**src/rdd_pkg.sv**
```systemverilog
// ----------------------------------------------------------------------------
// RAG deadlock detector package
// Default sizes, controller commands and datapath status.
// ----------------------------------------------------------------------------
package rdd_pkg;

    localparam int RDD_NUM_PROCS     = 32;
    localparam int RDD_NUM_RESOURCES = 32;
    localparam int RDD_MAX_EDGES     = 256;

    typedef enum logic [3:0] {
        CMD_NONE,
        CMD_ACCEPT,
        CMD_OD_UPD,
        CMD_CP_RD,
        CMD_CP_WR,
        CMD_POP,
        CMD_POP_LD,
        CMD_E_RD,
        CMD_E_CHK,
        CMD_W_CHK,
        CMD_SC_RD,
        CMD_SC_CHK,
        CMD_FIN
    } t_cmd;

    typedef struct packed {
        logic add;
        logic v_last;
        logic p_last;
        logic sp_zero;
        logic etot_zero;
        logic e_last;
        logic match;
        logic hit;
        logic pend;
        logic out_free;
    } t_status;

endpackage

```
**src/rdd_ctrl.sv**
```systemverilog
// ----------------------------------------------------------------------------
// RAG deadlock detector controller
// Sequences edge insert, degree copy, peel and process scan.
// ----------------------------------------------------------------------------
module rdd_ctrl import rdd_pkg::*; (
    input  logic    i_clk,
    input  logic    i_rst_n,
    input  logic    i_in_valid,
    output logic    o_in_stall,
    input  t_status i_status,
    output t_cmd    o_cmd
);

    typedef enum logic [3:0] {
        S_IDLE, S_ODU, S_CPR, S_CPW, S_POP, S_POPL, S_ERD, S_ECK, S_WCK,
        S_SCR, S_SCK, S_FIN
    } t_state;

    t_state r_state, n_state;

    always_comb begin
        n_state = r_state;
        o_cmd   = CMD_NONE;
        case (r_state)
            S_IDLE: begin
                if (i_in_valid) begin
                    o_cmd   = CMD_ACCEPT;
                    n_state = i_status.add ? S_ODU : S_CPR;
                end
            end
            S_ODU: begin
                o_cmd   = CMD_OD_UPD;
                n_state = S_CPR;
            end
            S_CPR: begin
                o_cmd   = CMD_CP_RD;
                n_state = S_CPW;
            end
            S_CPW: begin
                o_cmd   = CMD_CP_WR;
                n_state = i_status.v_last ? S_POP : S_CPR;
            end
            S_POP: begin
                o_cmd   = CMD_POP;
                n_state = i_status.sp_zero ? S_SCR : S_POPL;
            end
            S_POPL: begin
                o_cmd   = CMD_POP_LD;
                n_state = i_status.etot_zero ? S_POP : S_ERD;
            end
            S_ERD: begin
                o_cmd   = CMD_E_RD;
                n_state = S_ECK;
            end
            S_ECK: begin
                o_cmd = CMD_E_CHK;
                if (i_status.match) begin
                    n_state = S_WCK;
                end else begin
                    n_state = i_status.e_last ? S_POP : S_ERD;
                end
            end
            S_WCK: begin
                o_cmd   = CMD_W_CHK;
                n_state = i_status.e_last ? S_POP : S_ERD;
            end
            S_SCR: begin
                o_cmd   = CMD_SC_RD;
                n_state = S_SCK;
            end
            S_SCK: begin
                if (!(i_status.hit && i_status.pend && !i_status.out_free)) begin
                    o_cmd   = CMD_SC_CHK;
                    n_state = i_status.p_last ? S_FIN : S_SCR;
                end
            end
            S_FIN: begin
                if (i_status.out_free) begin
                    o_cmd   = CMD_FIN;
                    n_state = S_IDLE;
                end
            end
            default: n_state = S_IDLE;
        endcase
    end

    always_ff @(posedge i_clk) begin
        if (!i_rst_n) begin
            r_state <= S_IDLE;
        end else begin
            r_state <= n_state;
        end
    end

    assign o_in_stall = (r_state != S_IDLE);

endmodule

```
**config.mk**
```make
export PLATFORM = sky130hd
export DESIGN_NAME = rdd_ctrl
export DESIGN_NICKNAME = d
export VERILOG_FILES = /design/src/rdd_pkg.sv /design/src/rdd_ctrl.sv
export SDC_FILE = /design/constraint.sdc
export NUM_CORES = 1
export LEC_CHECK = 0
export ABC_AREA = 1
export BUFFER_PORTS_ARGS = -buffer_cell sky130_fd_sc_hd__clkbuf_2
export CORE_AREA = 2 2 39 41
export CTS_BUF_LIST = sky130_fd_sc_hd__clkbuf_16
export DETAILED_ROUTE_END_ITERATION = 8
export DIE_AREA = 0 0 41 43
export PLACE_DENSITY = 0.63
export SYNTH_ARGS = -nofsm -noshare
export SYNTH_HDL_FRONTEND = slang
export SYNTH_SLANG_ARGS = --single-unit
```
**constraint.sdc**
```tcl
create_clock -name i_clk -period 1.5 [get_ports i_clk]
set_input_delay 0.3 -clock i_clk [delete_from_list [all_inputs] [get_ports i_clk]]
set_output_delay 0.3 -clock i_clk [all_outputs]
set_load 0.01 [all_outputs]
```
==> flow_summary.yaml, run 1 <==
critical_path:
  critPathMaxStageDelay_ns: 0.36
  cp_data_arrival_time_ns: 1.27
  critPathLaunch: "r_state[1]$_SDFFE_PN0P_"
  rr_startpoint: "r_state[3]$_SDFFE_PN0P_"
  cp_num_buf_inv: 3
  crit_type: "reg -> out"
  cp-start-kind: "flip-flop"
  critical-path-top-delay-family: "buffers and inverters"
  crit_path_cell_trace: "inv_2 > nor2_4 > buf_4 > a21oi_2 > nand4_1 > buf_2"
  crit_fanout: 5
  slowest_stage: "dfxtp_4"
  endpoint_kind: "output pin"
  crit_required_ns: 1.20
yosys:
  syn-cell-area_um2: 469.2
  ys.flop_type: "dfxtp_1"
  syn_avg_cell_area_um2: 5.722
  yosysSeqAreaShare_pct: 17.07
  synth_edf_count: 0
  ys_seq_elements: 4
  syn_inst: 82
  synth_top_area_share_pct: 17.07
  ys_types: 18
  yosysWarnings: 0
  yosys-top-cells-area: "dfxtp_1 17%, nand2_1 12%, nand3_1 12%"
  synth_fp_nets: 95
  synth_area_leader_cell: "dfxtp_1"
  async_flop_share_pct: 0
clock_tree:
  worstSkewPairLatency_ns: 0.22
  cts_inserted_buffers: 3
  cts_hold_buf: 0
  htreeDepth: 1
  cts_tree: "done"
  path_clk_slew_ns: 0.03
  cts.sinks: 4
  root_buffer: "clkbuf_16"
  ctsLongestPathBuffers: 2
grt:
  grt_max_degree: 9
  grt-ovfl-total: 0
  grt_pass1_vias: 545
  grt_pass1_wl_mm: 2.235
  antenna_found_initial: 0
  grt_use_total_pct: 18.47
routing:
  wl_mm: 1.479
  dr_wl_met3_um: 86
  drt-initial-drc-count: 22
  vias: 659
  wl_met1_um: 642
  first_pass_iters: 4
  highest_layer: "met4"
  via_per_inst: 5.148
  drc: 0
  wl_per_cell_um: 11.55
  ant_nets: 0
  route.met2.wl_um: 737
sta:
  hold_violations: 0
  fmax_ghz: 0.6351
  fin_crit_ns: 1.575
  setup_ws_ns: -0.07467
  finalSetupTns_ns: -0.1122
  min_period_over_period_pct: 105.0
  setup_viol: 3
  tightest_slew_ns: 0.2788
  skew_ns: 0.0005845
  max-slew-margin-rel_pct: 81.35
  rsz0062_at_grt: "yes"
  drv_slew: 0
  whs_ns: 0.3524
power:
  p_leak_nw: 0.3939
  powerDensity_mw_per_mm2: 1027
  peakVddDrop_v: 0.0009348
  fin_total_pwr_mw: 0.7919
place:
  place_ws_ns: 0.08947
  place_area_um2: 596.8
  gp_congestion: 0.8304
  hpwl_mm: 1.024
  place_inst: 118
  io_buffers: 17
cells_and_area:
  area_delta_synth_final_pct: 64.27
  layout_common_cells: "15 x nand2_1, 14 x clkbuf_2, 11 x nand3_1, 10 x buf_4, 9 x inv_2"
  largest_reg_flops: 4
  fillers: 138
  fin_nets: 127
  final_cell_count_no_fill: 128
  reg_top3: "r_state x4"
  fin_area_um2: 770.7
  n_antenna_cell: 0
  top_register: "r_state"
  final_common_cell: "nand2_1"
  drive_gt1_share_pct: 54.46
  final_core_util_pct: 55.70
run:
  maxCapViolations: 0
floorplanning:
  fp.dieW_um: 41
  rows: 14
  io_pins: 18
  start_util_pct: 33.91
  die_h_um: 43
  die_area_mm2: 0.001763
  core_region_area_mm2: 0.001384
outcome:
  status: "finished with violations"
  violations: "setup timing"
hold_path:
  hold_class: "in -> reg"
  hp-start: "i_rst_n"
==> cell families (layout without fill, tap and decap cells) <==
kind of cell,count (synthesis),after routing,synth area share (%)
AO/OA/AOI/OAI,11,11,13.07
flip-flops,4,4,17.07
buffers and inverters,14,44,11.20
AND/OR/NAND/NOR,53,53,58.67
==> routing by layer <==
layer  GRT usage [%]  vias up
li1                -      329
met1           26.05      304
met2           26.56       24
met3           1.571        2
met4           10.00        0
met5               0        -
==> final cells by class <==
type,instances,area [um^2],area share [%]
Multi-Input combinational cell,64,372.9,48.38
Timing Repair Buffer,27,160.2,20.78
Sequential cell,4,90.09,11.69
Clock buffer,3,75.07,9.740
Inverter,14,52.55,6.818
Tap cell,16,20.02,2.597
==> power breakdown <==
part           internal [mW]  leakage [nW]  switching, mW
logic                  0.101         0.322          0.139
clock network          0.340        0.0370         0.0700
registers              0.121        0.0350         0.0205
total                  0.562         0.394          0.230
==> path summary, 6_finish.rpt <==
| kind | end | slack [ns] | depth (start not counted) |
|---|---|---|---|
| max reg2reg | r_state[1]$_SDFFE_PN0P_ | 0.14 | 10 |
| min | r_state[0]$_SDFFE_PN0P_ | 0.35 | 3 |
| max | o_cmd[0] | -0.07 | 6 |
| min reg2reg | r_state[0]$_SDFFE_PN0P_ | 0.74 | 4 |
==> worst min-delay path: cells and delay by family <==
| family | cells | cell delay [ns] |
|---|---|---|
| buf+inv | 2 | 0.18 |
| compound gates | 1 | 0.05 |
==> Yosys cell counts (2+ instances only) <==
cell type and instances:
dfxtp_1 4, a21oi_1 5, nand3_1 11, nor2_1 10, inv_2 6, nor2_2 4, nor2_4 3, nand2_2 5
inv_1 8, o21ai_0 3, nand4_1 2, nand2_1 15
==> repair_timing <==
| item | 4_1_cts | 5_1_grt |
|---|---|---|
| buffers inserted | 3 | 4 |
| endpoints found under the hold margin | 0 | 0 |
| setup endpoints to repair | 4 | 4 |
| gates resized for setup | 13 | 9 |
| pin swaps | 5 | 7 |
(Power assumes the default switching activity.)
==> inputs of run 2 (changes only) <==
--- a/config.mk
+++ b/config.mk
@@ -12,6 +12,7 @@
 export DETAILED_ROUTE_END_ITERATION = 8
 export DIE_AREA = 0 0 41 43
 export PLACE_DENSITY = 0.63
+export RECOVER_POWER = 100
 export SYNTH_ARGS = -nofsm -noshare
 export SYNTH_HDL_FRONTEND = slang
 export SYNTH_SLANG_ARGS = --single-unit
==> flow_summary.yaml, run 2 (synthesis gave the netlist of run 1 again) <==
clock_tree:
  worstSkewPairLatency_ns: 0.22
  cts_hold_buf: 0
  root_buffer: "clkbuf_16"
  cts_tree: "done"
  cts.sinks: 4
  cts_inserted_buffers: 3
  ctsLongestPathBuffers: 2
  htreeDepth: 1
  path_clk_slew_ns: 0.03
sta:
  max-slew-margin-rel_pct: 81.35
  fmax_ghz: 0.6358
  setup_ws_ns: -0.07271
  setup_viol: 3
  hold_violations: 0
  fin_crit_ns: 1.573
  drv_slew: 0
  skew_ns: 0.0006048
  rsz0062_at_grt: "yes"
  tightest_slew_ns: 0.2788
  min_period_over_period_pct: 104.8
floorplanning:
  core_region_area_mm2: 0.001384
  io_pins: 18
  die_h_um: 43
  die_area_mm2: 0.001763
  start_util_pct: 33.91
  rows: 14
  fp.dieW_um: 41
critical_path:
  crit_required_ns: 1.20
  endpoint_kind: "output pin"
  reg2reg_to: "r_state[1]$_SDFFE_PN0P_"
  worst_r2r_path_depth: 10
  cp-start-kind: "flip-flop"
  r2r_setup_slack_ns: 0.09
  crit_fanout: 5
  rr_startpoint: "r_state[3]$_SDFFE_PN0P_"
  cp_data_arrival_time_ns: 1.27
  crit_type: "reg -> out"
place:
  place_area_um2: 596.8
  place_ws_ns: 0.08947
  io_buffers: 17
  hpwl_mm: 1.024
  gp_congestion: 0.8304
grt:
  grt_pass1_wl_mm: 2.235
  grt_max_degree: 9
  grt-ovfl-total: 0
  antenna_found_initial: 0
  grt_pass1_vias: 545
  grt_use_total_pct: 18.47
routing:
  first_pass_iters: 4
  highest_layer: "met4"
  ant_nets: 0
  dr_wl_met3_um: 90
  route.met2.wl_um: 739
  drc: 0
  wl_mm: 1.481
  wl_per_cell_um: 11.57
  via_per_inst: 5.078
  drt-initial-drc-count: 21
  vias: 650
  wl_met1_um: 639
cells_and_area:
  fillers: 137
  reg_top3: "r_state x4"
  largest_reg_flops: 4
  fin_nets: 127
  top_register: "r_state"
  fin_area_um2: 768.2
  layout_common_cells: "15 x nand2_1, 15 x clkbuf_2, 11 x nand3_1, 9 x inv_2"
  drive_gt1_share_pct: 54.46
  area_delta_synth_final_pct: 63.73
  n_antenna_cell: 0
power:
  switchingPower_mw: 0.2295
  seqPwrFrac_pct: 17.9
  powerDensity_mw_per_mm2: 1030
  swShare_pct: 29.00
  pwr-share-comb_pct: 30.3
  peakVddDrop_v: 0.0009345
  p_int_mw: 0.5618
  p_leak_nw: 0.3925
  clkPwrFrac_pct: 51.8
  fin_total_pwr_mw: 0.7913
hold_path:
  hp-start: "i_rst_n"
  hold_depth: 3
  hold_class: "in -> reg"
  whs_endpoint: "r_state[0]$_SDFFE_PN0P_"
outcome:
  status: "finished with violations"
  violations: "setup timing"
run:
  maxCapViolations: 0
==> run 2: cell types whose count changed in the layout (fill, tap and decap cells not counted) <==
cell	before	now
buf_4	10	8
clkbuf_2	14	15
clkbuf_4	0	1
==> run 2: final cells by class <==
cell class | count | area [um^2] | area share (%)
tap | 16 | 20.02 | 2.606
multi-input combinational | 64 | 372.9 | 48.53
clock buffer | 3 | 75.07 | 9.772
sequential | 4 | 90.09 | 11.73
timing repair buffer | 27 | 157.7 | 20.52
inverter | 14 | 52.55 | 6.840
==> run 2: how the worst max path moves through the flow <==
stage                                  startpoint  endpoint  depth (start not counted)
after floorplan           r_state[3]$_SDFFE_PN0P_  o_cmd[3]                          6
after global placement    r_state[2]$_SDFFE_PN0P_  o_cmd[1]                          6
after detailed placement  r_state[1]$_SDFFE_PN0P_  o_cmd[1]                          7
after CTS                 r_state[3]$_SDFFE_PN0P_  o_cmd[1]                          7
after global routing      r_state[1]$_SDFFE_PN0P_  o_cmd[0]                          6
final                     r_state[1]$_SDFFE_PN0P_  o_cmd[0]                          6
==> run 2: metal layers <==
metal / GRT usage [%] / vias up
met5: 0 / -
met4: 10.00 / 0
met3: 1.571 / 2
met2: 26.56 / 26
met1: 26.05 / 293
li1: - / 329
==> run 2: power groups by stage <==
stage	clock, mW	combinational, mW	sequential [mW]
after floorplan	0	0.132	0.130
after global placement	0	0.211	0.131
after detailed placement	0	0.211	0.131
after CTS	0.416	0.224	0.139
after global routing	0.430	0.263	0.143
final	0.410	0.240	0.142
==> run 2: worst max-delay path, stage by stage (launching register included) <==
cell and delay, ns:
dfxtp_4 0.36, inv_2 0.08, nor2_4 0.04, buf_4 0.15, a21oi_2 0.14, nand4_1 0.13, buf_2 0.16
==> run 2: what timing repair did <==
item	in CTS	in global routing
setup endpoints to repair	4	4
hold endpoints to repair	0	0
gates resized for setup	13	9
setup buffers	3	4
pin swaps	5	7
==> run 2: through the flow <==
step | std cells | util (%) | hold slack [ns] | setup TNS (ns)
finish | 128 | 55.52 | 0.3515 | -0.1105
floorplan | 82 | - | 0.4705 | 0
global route | 128 | 55.52 | 0.3741 | -0.3364
global placement | 118 | 43.13 | 0.5748 | 0
detailed placement | 118 | 43.13 | 0.5876 | 0
CTS | 124 | 52.71 | 0.3513 | -0.1411
